--- config.mk ---
export PLATFORM = sky130hd
export DESIGN_NAME = connection_phase_and_packet_numbers_flat
export DESIGN_NICKNAME = d
export VERILOG_FILES = /design/src/hdl/cpn_pkg.sv /design/src/hdl/cpn_ifs.sv /design/src/hdl/connection_phase_and_packet_numbers.sv /design/src/hdl/cpn_in_reg.sv /design/src/hdl/cpn_core.sv /design/src/hdl/cpn_out_reg.sv /design/src/flat_wrapper.sv
export SDC_FILE = /design/constraint.sdc
export NUM_CORES = 1
export LEC_CHECK = 0
export BUFFER_PORTS_ARGS = -buffer_cell sky130_fd_sc_hd__buf_2
export CAP_MARGIN = 20
export CORE_ASPECT_RATIO = 0.9
export CORE_MARGIN = 2
export CORE_UTILIZATION = 56
export CTS_CLUSTER_DIAMETER = 150
export DETAILED_ROUTE_END_ITERATION = 10
export MAX_ROUTING_LAYER = met4
export PLACE_DENSITY_LB_ADDON = 0.1
export SLEW_MARGIN = 20
export SYNTH_ARGS = -nofsm -noshare
export SYNTH_HDL_FRONTEND = slang
export SYNTH_SLANG_ARGS = --single-unit
export TNS_END_PERCENT = 50
--- constraint.sdc ---
create_clock -name i_clk -period 8.9 [get_ports i_clk]
set_clock_uncertainty 0.1 [all_clocks]
set_input_delay 1.335 -clock i_clk [delete_from_list [all_inputs] [get_ports i_clk]]
set_output_delay 1.335 -clock i_clk [all_outputs]
set_load 0.1 [all_outputs]
--- src/hdl/cpn_pkg.sv ---
// Package for the connection phase and packet number block.
// Holds phase, event and space codes, the phase encoding and the stage structs.
// No dependencies.
package cpn_pkg;

    localparam int NUM_SPACES = 3;
    localparam int PN_W       = 64;

    localparam logic FUNC_EVENT = 1'b0;
    localparam logic FUNC_ALLOC = 1'b1;

    localparam logic [2:0] EV_PROGRESS  = 3'd0;
    localparam logic [2:0] EV_CONFIRMED = 3'd1;
    localparam logic [2:0] EV_CLOSE     = 3'd2;
    localparam logic [2:0] EV_DRAIN     = 3'd3;
    localparam logic [2:0] EV_CLOSED    = 3'd4;

    localparam logic [2:0] PH_INITIAL   = 3'd0;
    localparam logic [2:0] PH_HANDSHAKE = 3'd1;
    localparam logic [2:0] PH_CONFIRMED = 3'd2;
    localparam logic [2:0] PH_CLOSING   = 3'd3;
    localparam logic [2:0] PH_DRAINING  = 3'd4;
    localparam logic [2:0] PH_CLOSED    = 3'd5;

    localparam logic [1:0] SPACE_APP = 2'd2;

    typedef enum logic [5:0] {
        S_INITIAL   = 6'b000001,
        S_HANDSHAKE = 6'b000010,
        S_CONFIRMED = 6'b000100,
        S_CLOSING   = 6'b001000,
        S_DRAINING  = 6'b010000,
        S_CLOSED    = 6'b100000
    } t_phase;

    typedef struct packed {
        logic       func;
        logic [2:0] event_req;
        logic [1:0] space;
    } t_cpn_req;

    typedef struct packed {
        logic            ok;
        logic [2:0]      phase_now;
        logic [PN_W-1:0] packet_number;
    } t_cpn_rsp;

    function automatic logic [2:0] phase_code(t_phase p);
        logic [2:0] c;
        case (p)
            S_INITIAL:   c = PH_INITIAL;
            S_HANDSHAKE: c = PH_HANDSHAKE;
            S_CONFIRMED: c = PH_CONFIRMED;
            S_CLOSING:   c = PH_CLOSING;
            S_DRAINING:  c = PH_DRAINING;
            S_CLOSED:    c = PH_CLOSED;
            default:     c = PH_INITIAL;
        endcase
        return c;
    endfunction

endpackage

--- src/hdl/cpn_ifs.sv ---
// Valid/ready channel interfaces for request and response items.
// Depends on cpn_pkg.
interface cpn_in_if import cpn_pkg::*; ();
    logic       valid;
    logic       ready;
    logic       func;
    logic [2:0] event_req;
    logic [1:0] space;

    modport source (output valid, output func, output event_req, output space, input ready);
    modport sink   (input valid, input func, input event_req, input space, output ready);
endinterface

interface cpn_out_if import cpn_pkg::*; ();
    logic            valid;
    logic            ready;
    logic            ok;
    logic [2:0]      phase_now;
    logic [PN_W-1:0] packet_number;

    modport source (output valid, output ok, output phase_now, output packet_number,
                    input ready);
    modport sink   (input valid, input ok, input phase_now, input packet_number,
                    output ready);
endinterface

--- src/hdl/connection_phase_and_packet_numbers.sv ---
// Top level: connection phase tracker with per-space packet number counters.
// Depends on cpn_pkg, cpn_ifs, cpn_in_reg, cpn_core, cpn_out_reg.
//
//   channel  dir  payload                                  handshake
//   i_req    in   func, event_req, space                   valid/ready
//   o_rsp    out  ok, phase_now, packet_number             valid/ready
//
// One item per cycle sustained while the output is not stalled.
// The item sits in the input register while the phase table and counter increment
// run; phase and counters update at the edge the result register loads.
// Reset (synchronous, active low) sets the initial phase and zeroes all counters.
// A stalled output holds its item; the input register still takes one more item.
module connection_phase_and_packet_numbers import cpn_pkg::*; (
    input  logic      i_clk,
    input  logic      i_rst_n,
    cpn_in_if.sink    i_req,
    cpn_out_if.source o_rsp
);

    logic     w_in_valid;
    t_cpn_req w_req;
    t_cpn_rsp w_rsp;
    logic     w_can_load;
    logic     w_fire;

    assign w_fire = w_in_valid && w_can_load;

    cpn_in_reg u_in (
        .i_clk   (i_clk),
        .i_rst_n (i_rst_n),
        .i_req   (i_req),
        .i_take  (w_fire),
        .o_valid (w_in_valid),
        .o_req   (w_req)
    );

    cpn_core u_core (
        .i_clk   (i_clk),
        .i_rst_n (i_rst_n),
        .i_fire  (w_fire),
        .i_req   (w_req),
        .o_rsp   (w_rsp)
    );

    cpn_out_reg u_out (
        .i_clk      (i_clk),
        .i_rst_n    (i_rst_n),
        .i_load     (w_fire),
        .i_rsp      (w_rsp),
        .o_can_load (w_can_load),
        .o_rsp      (o_rsp)
    );

endmodule

--- src/hdl/cpn_in_reg.sv ---
// Input register stage: captures one request item.
// Depends on cpn_pkg and cpn_in_if.
module cpn_in_reg import cpn_pkg::*; (
    input  logic     i_clk,
    input  logic     i_rst_n,
    cpn_in_if.sink   i_req,
    input  logic     i_take,
    output logic     o_valid,
    output t_cpn_req o_req
);

    logic     r_valid;
    logic     n_valid;
    t_cpn_req r_req;
    logic     w_load;

    assign i_req.ready = !r_valid || i_take;
    assign w_load      = i_req.valid && i_req.ready;

    always_comb begin
        n_valid = r_valid;
        if (w_load) begin
            n_valid = 1'b1;
        end else if (i_take) begin
            n_valid = 1'b0;
        end
    end

    always_ff @(posedge i_clk) begin
        if (!i_rst_n) begin
            r_valid <= 1'b0;
        end else begin
            r_valid <= n_valid;
        end
    end

    always_ff @(posedge i_clk) begin
        if (w_load) begin
            r_req.func      <= i_req.func;
            r_req.event_req <= i_req.event_req;
            r_req.space     <= i_req.space;
        end
    end

    assign o_valid = r_valid;
    assign o_req   = r_req;

endmodule

--- src/hdl/cpn_core.sv ---
// Phase register, per-space packet number counters and the result logic.
// Depends on cpn_pkg.
module cpn_core import cpn_pkg::*; (
    input  logic     i_clk,
    input  logic     i_rst_n,
    input  logic     i_fire,
    input  t_cpn_req i_req,
    output t_cpn_rsp o_rsp
);

    t_phase          r_phase;
    t_phase          n_phase;
    logic [PN_W-1:0] r_cnt [NUM_SPACES];
    logic [PN_W-1:0] w_sel;
    logic            w_in_range;
    logic            w_grant;
    logic            w_ev_ok;
    t_phase          w_ev_phase;

    always_comb begin
        w_ev_ok    = 1'b0;
        w_ev_phase = r_phase;
        case (r_phase)
            S_INITIAL: begin
                if (i_req.event_req == EV_PROGRESS) begin
                    w_ev_ok = 1'b1; w_ev_phase = S_HANDSHAKE;
                end
            end
            S_HANDSHAKE: begin
                if (i_req.event_req == EV_CONFIRMED) begin
                    w_ev_ok = 1'b1; w_ev_phase = S_CONFIRMED;
                end
            end
            S_CLOSING, S_DRAINING: begin
                if (i_req.event_req == EV_CLOSED) begin
                    w_ev_ok = 1'b1; w_ev_phase = S_CLOSED;
                end
            end
            default: ;
        endcase
        if (r_phase == S_INITIAL || r_phase == S_HANDSHAKE || r_phase == S_CONFIRMED) begin
            if (i_req.event_req == EV_CLOSE) begin
                w_ev_ok = 1'b1; w_ev_phase = S_CLOSING;
            end else if (i_req.event_req == EV_DRAIN) begin
                w_ev_ok = 1'b1; w_ev_phase = S_DRAINING;
            end
        end
    end

    assign w_in_range = 32'(i_req.space) < 32'(NUM_SPACES);
    assign w_grant    = w_in_range && !(i_req.space == SPACE_APP && r_phase != S_CONFIRMED);

    always_comb begin
        w_sel = '0;
        for (int k = 0; k < NUM_SPACES; k++) begin
            if (32'(i_req.space) == k) begin
                w_sel = r_cnt[k];
            end
        end
    end

    always_comb begin
        n_phase = r_phase;
        if (i_fire && i_req.func == FUNC_EVENT && w_ev_ok) begin
            n_phase = w_ev_phase;
        end
    end

    always_comb begin
        if (i_req.func == FUNC_EVENT) begin
            o_rsp.ok            = w_ev_ok;
            o_rsp.phase_now     = phase_code(w_ev_phase);
            o_rsp.packet_number = '0;
        end else begin
            o_rsp.ok            = w_grant;
            o_rsp.phase_now     = phase_code(r_phase);
            o_rsp.packet_number = w_grant ? w_sel : '0;
        end
    end

    always_ff @(posedge i_clk) begin
        if (!i_rst_n) begin
            r_phase <= S_INITIAL;
            for (int k = 0; k < NUM_SPACES; k++) begin
                r_cnt[k] <= '0;
            end
        end else begin
            r_phase <= n_phase;
            for (int k = 0; k < NUM_SPACES; k++) begin
                if (i_fire && i_req.func == FUNC_ALLOC && w_grant && 32'(i_req.space) == k) begin
                    r_cnt[k] <= r_cnt[k] + PN_W'(1);
                end
            end
        end
    end

    a_app_needs_confirmed: assert property (@(posedge i_clk) disable iff (!i_rst_n)
        (i_fire && i_req.func == FUNC_ALLOC && i_req.space == SPACE_APP && o_rsp.ok)
        |-> (r_phase == S_CONFIRMED))
        else $error("application number granted outside confirmed phase");

    a_phase_moves_on_event: assert property (@(posedge i_clk) disable iff (!i_rst_n)
        ($past(i_rst_n) && !$stable(r_phase))
        |-> $past(i_fire && i_req.func == FUNC_EVENT && o_rsp.ok))
        else $error("phase changed without an accepted event");

    a_cnt0_step: assert property (@(posedge i_clk) disable iff (!i_rst_n)
        (i_fire && i_req.func == FUNC_ALLOC && i_req.space == 2'd0)
        |=> (r_cnt[0] == $past(r_cnt[0]) + PN_W'(1)))
        else $error("initial space counter did not advance by one");

    a_refused_zero: assert property (@(posedge i_clk) disable iff (!i_rst_n)
        (!o_rsp.ok) |-> (o_rsp.packet_number == '0))
        else $error("refused item carries a packet number");

endmodule

--- src/hdl/cpn_out_reg.sv ---
// Result register stage: holds one response item until it is taken.
// Depends on cpn_pkg and cpn_out_if.
module cpn_out_reg import cpn_pkg::*; (
    input  logic     i_clk,
    input  logic     i_rst_n,
    input  logic     i_load,
    input  t_cpn_rsp i_rsp,
    output logic     o_can_load,
    cpn_out_if.source o_rsp
);

    logic     r_valid;
    logic     n_valid;
    t_cpn_rsp r_rsp;

    assign o_can_load = !r_valid || o_rsp.ready;

    always_comb begin
        n_valid = r_valid;
        if (i_load) begin
            n_valid = 1'b1;
        end else if (o_rsp.ready) begin
            n_valid = 1'b0;
        end
    end

    always_ff @(posedge i_clk) begin
        if (!i_rst_n) begin
            r_valid <= 1'b0;
        end else begin
            r_valid <= n_valid;
        end
    end

    always_ff @(posedge i_clk) begin
        if (i_load) begin
            r_rsp <= i_rsp;
        end
    end

    assign o_rsp.valid         = r_valid;
    assign o_rsp.ok            = r_rsp.ok;
    assign o_rsp.phase_now     = r_rsp.phase_now;
    assign o_rsp.packet_number = r_rsp.packet_number;

endmodule

--- src/flat_wrapper.sv ---
// flat-port wrapper written by rule: the top's interface ports become plain ports
module connection_phase_and_packet_numbers_flat import cpn_pkg::*;
  (i_clk, i_rst_n, i_req_valid, i_req_func, i_req_event_req, i_req_space, i_req_ready, o_rsp_valid, o_rsp_ok, o_rsp_phase_now, o_rsp_packet_number, o_rsp_ready);
  cpn_in_if i_req_i ();
  cpn_out_if o_rsp_i ();
  input  logic i_clk;
  input  logic i_rst_n;
  input wire logic [$bits(i_req_i.valid)-1:0] i_req_valid;
  input wire logic [$bits(i_req_i.func)-1:0] i_req_func;
  input wire logic [$bits(i_req_i.event_req)-1:0] i_req_event_req;
  input wire logic [$bits(i_req_i.space)-1:0] i_req_space;
  output wire logic [$bits(i_req_i.ready)-1:0] i_req_ready;
  output wire logic [$bits(o_rsp_i.valid)-1:0] o_rsp_valid;
  output wire logic [$bits(o_rsp_i.ok)-1:0] o_rsp_ok;
  output wire logic [$bits(o_rsp_i.phase_now)-1:0] o_rsp_phase_now;
  output wire logic [$bits(o_rsp_i.packet_number)-1:0] o_rsp_packet_number;
  input wire logic [$bits(o_rsp_i.ready)-1:0] o_rsp_ready;
  assign i_req_i.valid = i_req_valid;
  assign i_req_i.func = i_req_func;
  assign i_req_i.event_req = i_req_event_req;
  assign i_req_i.space = i_req_space;
  assign i_req_ready = i_req_i.ready;
  assign o_rsp_valid = o_rsp_i.valid;
  assign o_rsp_ok = o_rsp_i.ok;
  assign o_rsp_phase_now = o_rsp_i.phase_now;
  assign o_rsp_packet_number = o_rsp_i.packet_number;
  assign o_rsp_i.ready = o_rsp_ready;
  connection_phase_and_packet_numbers u_core (.i_clk(i_clk), .i_rst_n(i_rst_n), .i_req(i_req_i), .o_rsp(o_rsp_i));
endmodule
==> reports/results.txt <==
The class of the most critical hold timing path is flop to flop. In this run the tool buffered the top-level ports with 79 buffer cells. The total of max-cap violations is 0, and the final hold slack is 0.431 ns.

Together, buffers and inverters on the worst path number 2. After technology mapping, the gate count stands at 1465. The mean post-synth cell area is 10.2 um^2. The floorplan step defined a core boundary enclosing 0.0261 mm^2.

The launching element type of the critical path is an input port. The startpoint identified for the worst hold timing path is u_core.u_in.o_valid$_SDFFE_PN0P_. The run gives 0 as the max-slew violation count. The cell with the most instances on the worst path is sky130_fd_sc_hd__buf_2.

In this run, CTS created clock tree buffers numbering 30. CTS placed an instance of sky130_fd_sc_hd__clkbuf_16 at the clock tree root. At the end of the flow, the number of nets in the layout was 1526. The count of hold-fix buffers inserted at cts was 0. In this run, synthesis produced a sequential element count of 274. Clock-pin slew was measured on the worst setup and hold paths at 0.06 ns.

On the critical path, the stage with the largest delay is an instance of sky130_fd_sc_hd__buf_2. Final core area utilization: 63.0%. The final critical delay including setup and external delays is 3.46 ns, and the via count of the first global-routing pass is 9989.

The DRC violation count after routing is 0, and the area of the multi-input gates is 0.00635 mm^2. The number of library cell types mapped by synthesis was 47; the total leakage power was 5.46 nW. Number of detailed-routing iterations run before antenna repair: 6.

For this run, the number of Yosys warnings is 0. The net count after synthesis is 1478, and the footprint of the flip-flops and latches is 0.00815 mm^2. The worst register-to-register path has a setup slack of 5.71 ns. Along the worst path, the maximum fanout reaches 4. The tools report the global-route usage over all layers as 26.4%.

The flow ran to the end, and the final reports show no timing, DRC or antenna violations. The logs give 80 for the number of I/O pins and 105 for the pin count of the biggest net entering global routing. Setup violations remaining at the end of the flow were counted as 0. The number of antenna violations at the first check in global routing was 0; the number of DRC markers after the initial detailed-route iteration was 1355. The worst hold path passes through 2 cells. The tools report the total count of hold-check failures in the final report as 0.

The post-CTS setup-driven buffer insertion count was 0. The critical path's top delay family was buffers and inverters. The tools report the total die area as 0.0279 mm^2. The longest individual stage delay on the worst path was 0.30 ns. Among all flip-flop cells after synthesis, the most frequent one is sky130_fd_sc_hd__edfxtp_1. From synthesis to final layout, the design area changed by 10.4%.

The longest clock path from root to sink contains 3 buffers. Summing every instance area after synthesis gives 0.0149 mm^2. At the end of routability-driven placement, the weighted congestion stood at 0.874.

The post-detailed-route via-to-cell ratio works out to 5.95. Traced cell by cell, the critical path runs through buf_2 -> nor2b_1 -> nand2_1 -> buf_2. Dividing the detail-routed wire length by the instance count gives 18.9 um. H-tree depth reported by CTS: 1.

For the number of antenna repair diodes, the log shows 0. The number of enable flip-flop cells after synthesis is 266. Least setup slack across all paths after layout: 5.44 ns. The tools report the critical register-to-register path endpoint as u_core.u_core.r_cnt[0][118]$_SDFFCE_PN0P_. Counting every sink on the clock net gives 274. First-pass GRT wire length: 56.4 mm. The number of cell instances on the worst register-to-register path came out at 6.

The final critical-path share of the clock period came out at 38.9%. Once the floorplan was initialized, standard cells occupied 57.1% of the core. Once detail routing completed, the nets flagged for antenna violations numbered 0. The relative slew slack is 36.0%. After layout, the design draws a total of 0.00294 W. For this design the ratio of total power to cell area is 179 mW/mm^2. The run gives 2.02 ns as the arrival time reported for the critical path endpoint. The proportion of synthesized chip area in sequential cells came out at 54.8%. For the upper clock frequency limit, the log shows 289 MHz.

The final global-route overflow total was 0; the fraction of final layout cells sized beyond drive strength 1 was 9.45%. For the setup total negative slack, the log shows 0 ns. Of all flip-flops after synthesis, the portion carrying an async set or reset was 0%. Sink of the worst hold path: u_core.u_out.o_rsp.valid$_SDFFE_PN0P_. The post-cts gate resize count is 0.

The endpoint kind of the worst setup timing path is an output pin. Width of the chip: 176 um. The tools report the filler cell count in the final layout as 2208. The floorplan has 56 rows. The estimated wirelength of the detail-placed design was 23.5 mm. In the layout the commonest cells are sky130_fd_sc_hd__nor2_1 (332), sky130_fd_sc_hd__edfxtp_1 (266), sky130_fd_sc_hd__xnor2_1 (102), sky130_fd_sc_hd__a21oi_1 (89), sky130_fd_sc_hd__nand2_1 (80). The final layout contains routed wiring with a total length of 35.6 mm.

The via count is 11200. The setup path with the least slack is of type input port to output pin. Most common library cell in the layout ignoring fill and taps: sky130_fd_sc_hd__nor2_1.

In this run the vertical extent of the chip is 159 um. Setup repair after global routing left no endpoint under its margin. At the pin with the least slew margin, the transition time is 0.959 ns. Worst supply voltage drop on vdd: 0.162 mV.

Prior to clock tree synthesis, the placed netlist has a worst setup slack of 4.99 ns. The tools report the clock latency on the worst-skew pair as 0.56 ns. The worst register-to-register path begins at u_core.u_in.o_req[1]$_DFFE_PP_. TritonCTS built the clock tree. STA puts the critical path data required time at 7.47 ns.
cell type report:
class | count | share of cell area (%)
multi-input cells | 1084 | 38.7
well taps | 348 | 2.65
flip-flops and latches | 274 | 49.6
inverters | 33 | 0.754
clock buffers | 40 | 4.80
repair buffers | 90 | 2.93
clock inverters | 13 | 0.549
layer usage:
layer  GRT usage [%]  routed length [um]  vias to the layer above
met4            5.59                 678                        0
met1            42.0               17300                     5392
met5               -                   0                        -
met2            35.9               15000                      417
met3            3.46                2720                       52
li1                -                   -                     5341
state kept, by name, summed over array words and instances, names as in the netlist:
name	cells
u_core.u_core.r_cnt	192
u_core.u_core.r_phase	6
u_core.u_in.o_req	6
u_core.u_in.o_valid	1
u_core.u_out.o_rsp.ok	1
u_core.u_out.o_rsp.packet_number	64
u_core.u_out.o_rsp.phase_now	3
u_core.u_out.o_rsp.valid	1
kinds of logic after synthesis:
| logic type | count (synthesis) | synth area share, % |
|---|---|---|
| AND/OR/NAND/NOR | 708 | 22.5 |
| flip-flops | 274 | 54.8 |
| XOR/XNOR | 174 | 10.2 |
| AO/OA/AOI/OAI | 134 | 5.10 |
| buffers and inverters | 107 | 2.75 |
| multiplexers | 65 | 4.37 |
| adder cells (fa/ha/maj) | 3 | 0.252 |
Yosys cell counts, drive strengths merged, types with 2 or more instances:
cell type / n / area [um^2]
inv: 33 / 124
and2: 8 / 50.1
mux2i: 65 / 651
edfxtp: 266 / 7990
clkbuf: 66 / 248
ha: 3 / 37.5
nor2b: 3 / 18.8
nor2: 333 / 1250
o21ai: 26 / 130
or3: 18 / 113
or4: 3 / 22.5
xor2: 72 / 631
and3: 27 / 169
nand4: 47 / 294
nand2: 80 / 300
nor4: 37 / 250
o41ai: 6 / 52.6
nand2b: 2 / 12.5
and4: 19 / 166
buf: 8 / 37.5
nand3: 68 / 340
nand3b: 4 / 30.0
a21bo: 3 / 30.0
nor3: 54 / 280
xnor2: 102 / 893
dfxtp: 8 / 160
a21oi: 89 / 445
how the worst max path moves through the flow:
stage | slack, ns | to | start | depth (start not counted)
after global placement | 5.06 | u_core.u_core.r_cnt[0][114]$_SDFFCE_PN0P_ | o_rsp_ready | 6
after detailed placement | 4.99 | u_core.u_core.r_cnt[0][109]$_SDFFCE_PN0P_ | o_rsp_ready | 6
after CTS | 5.43 | i_req_ready | o_rsp_ready | 4
final | 5.44 | i_req_ready | o_rsp_ready | 4
after global routing | 5.32 | i_req_ready | o_rsp_ready | 4
after floorplan | 0.02 | u_core.u_core.r_cnt[0][128]$_SDFFCE_PN0P_ | o_rsp_ready | 3
where the power goes:
part           switching, W  leakage [nW]  internal (W)  total, W
sequential        0.0000573          2.78       0.00147   0.00153
clock              0.000499         0.424      0.000644   0.00114
combinational      0.000207          2.25     0.0000651  0.000272
worst register-to-register path, stage by stage (launching register included):
cell	delay, ns
sky130_fd_sc_hd__edfxtp_1	0.33
sky130_fd_sc_hd__buf_4	0.60
sky130_fd_sc_hd__inv_1	0.33
sky130_fd_sc_hd__o21ai_4	0.22
sky130_fd_sc_hd__a2111o_2	0.41
sky130_fd_sc_hd__buf_6	0.65
sky130_fd_sc_hd__nor2_1	0.26
stage by stage:
stage	cell area, um^2	cells
6_report	16400	1882
5_1_grt	16400	1882
4_1_cts	16400	1882
3_5_place_dp	15500	1829
3_3_place_gp	15500	1829
2_1_floorplan	14900	1465
No activity file was read; power rests on OpenSTA's default activity.
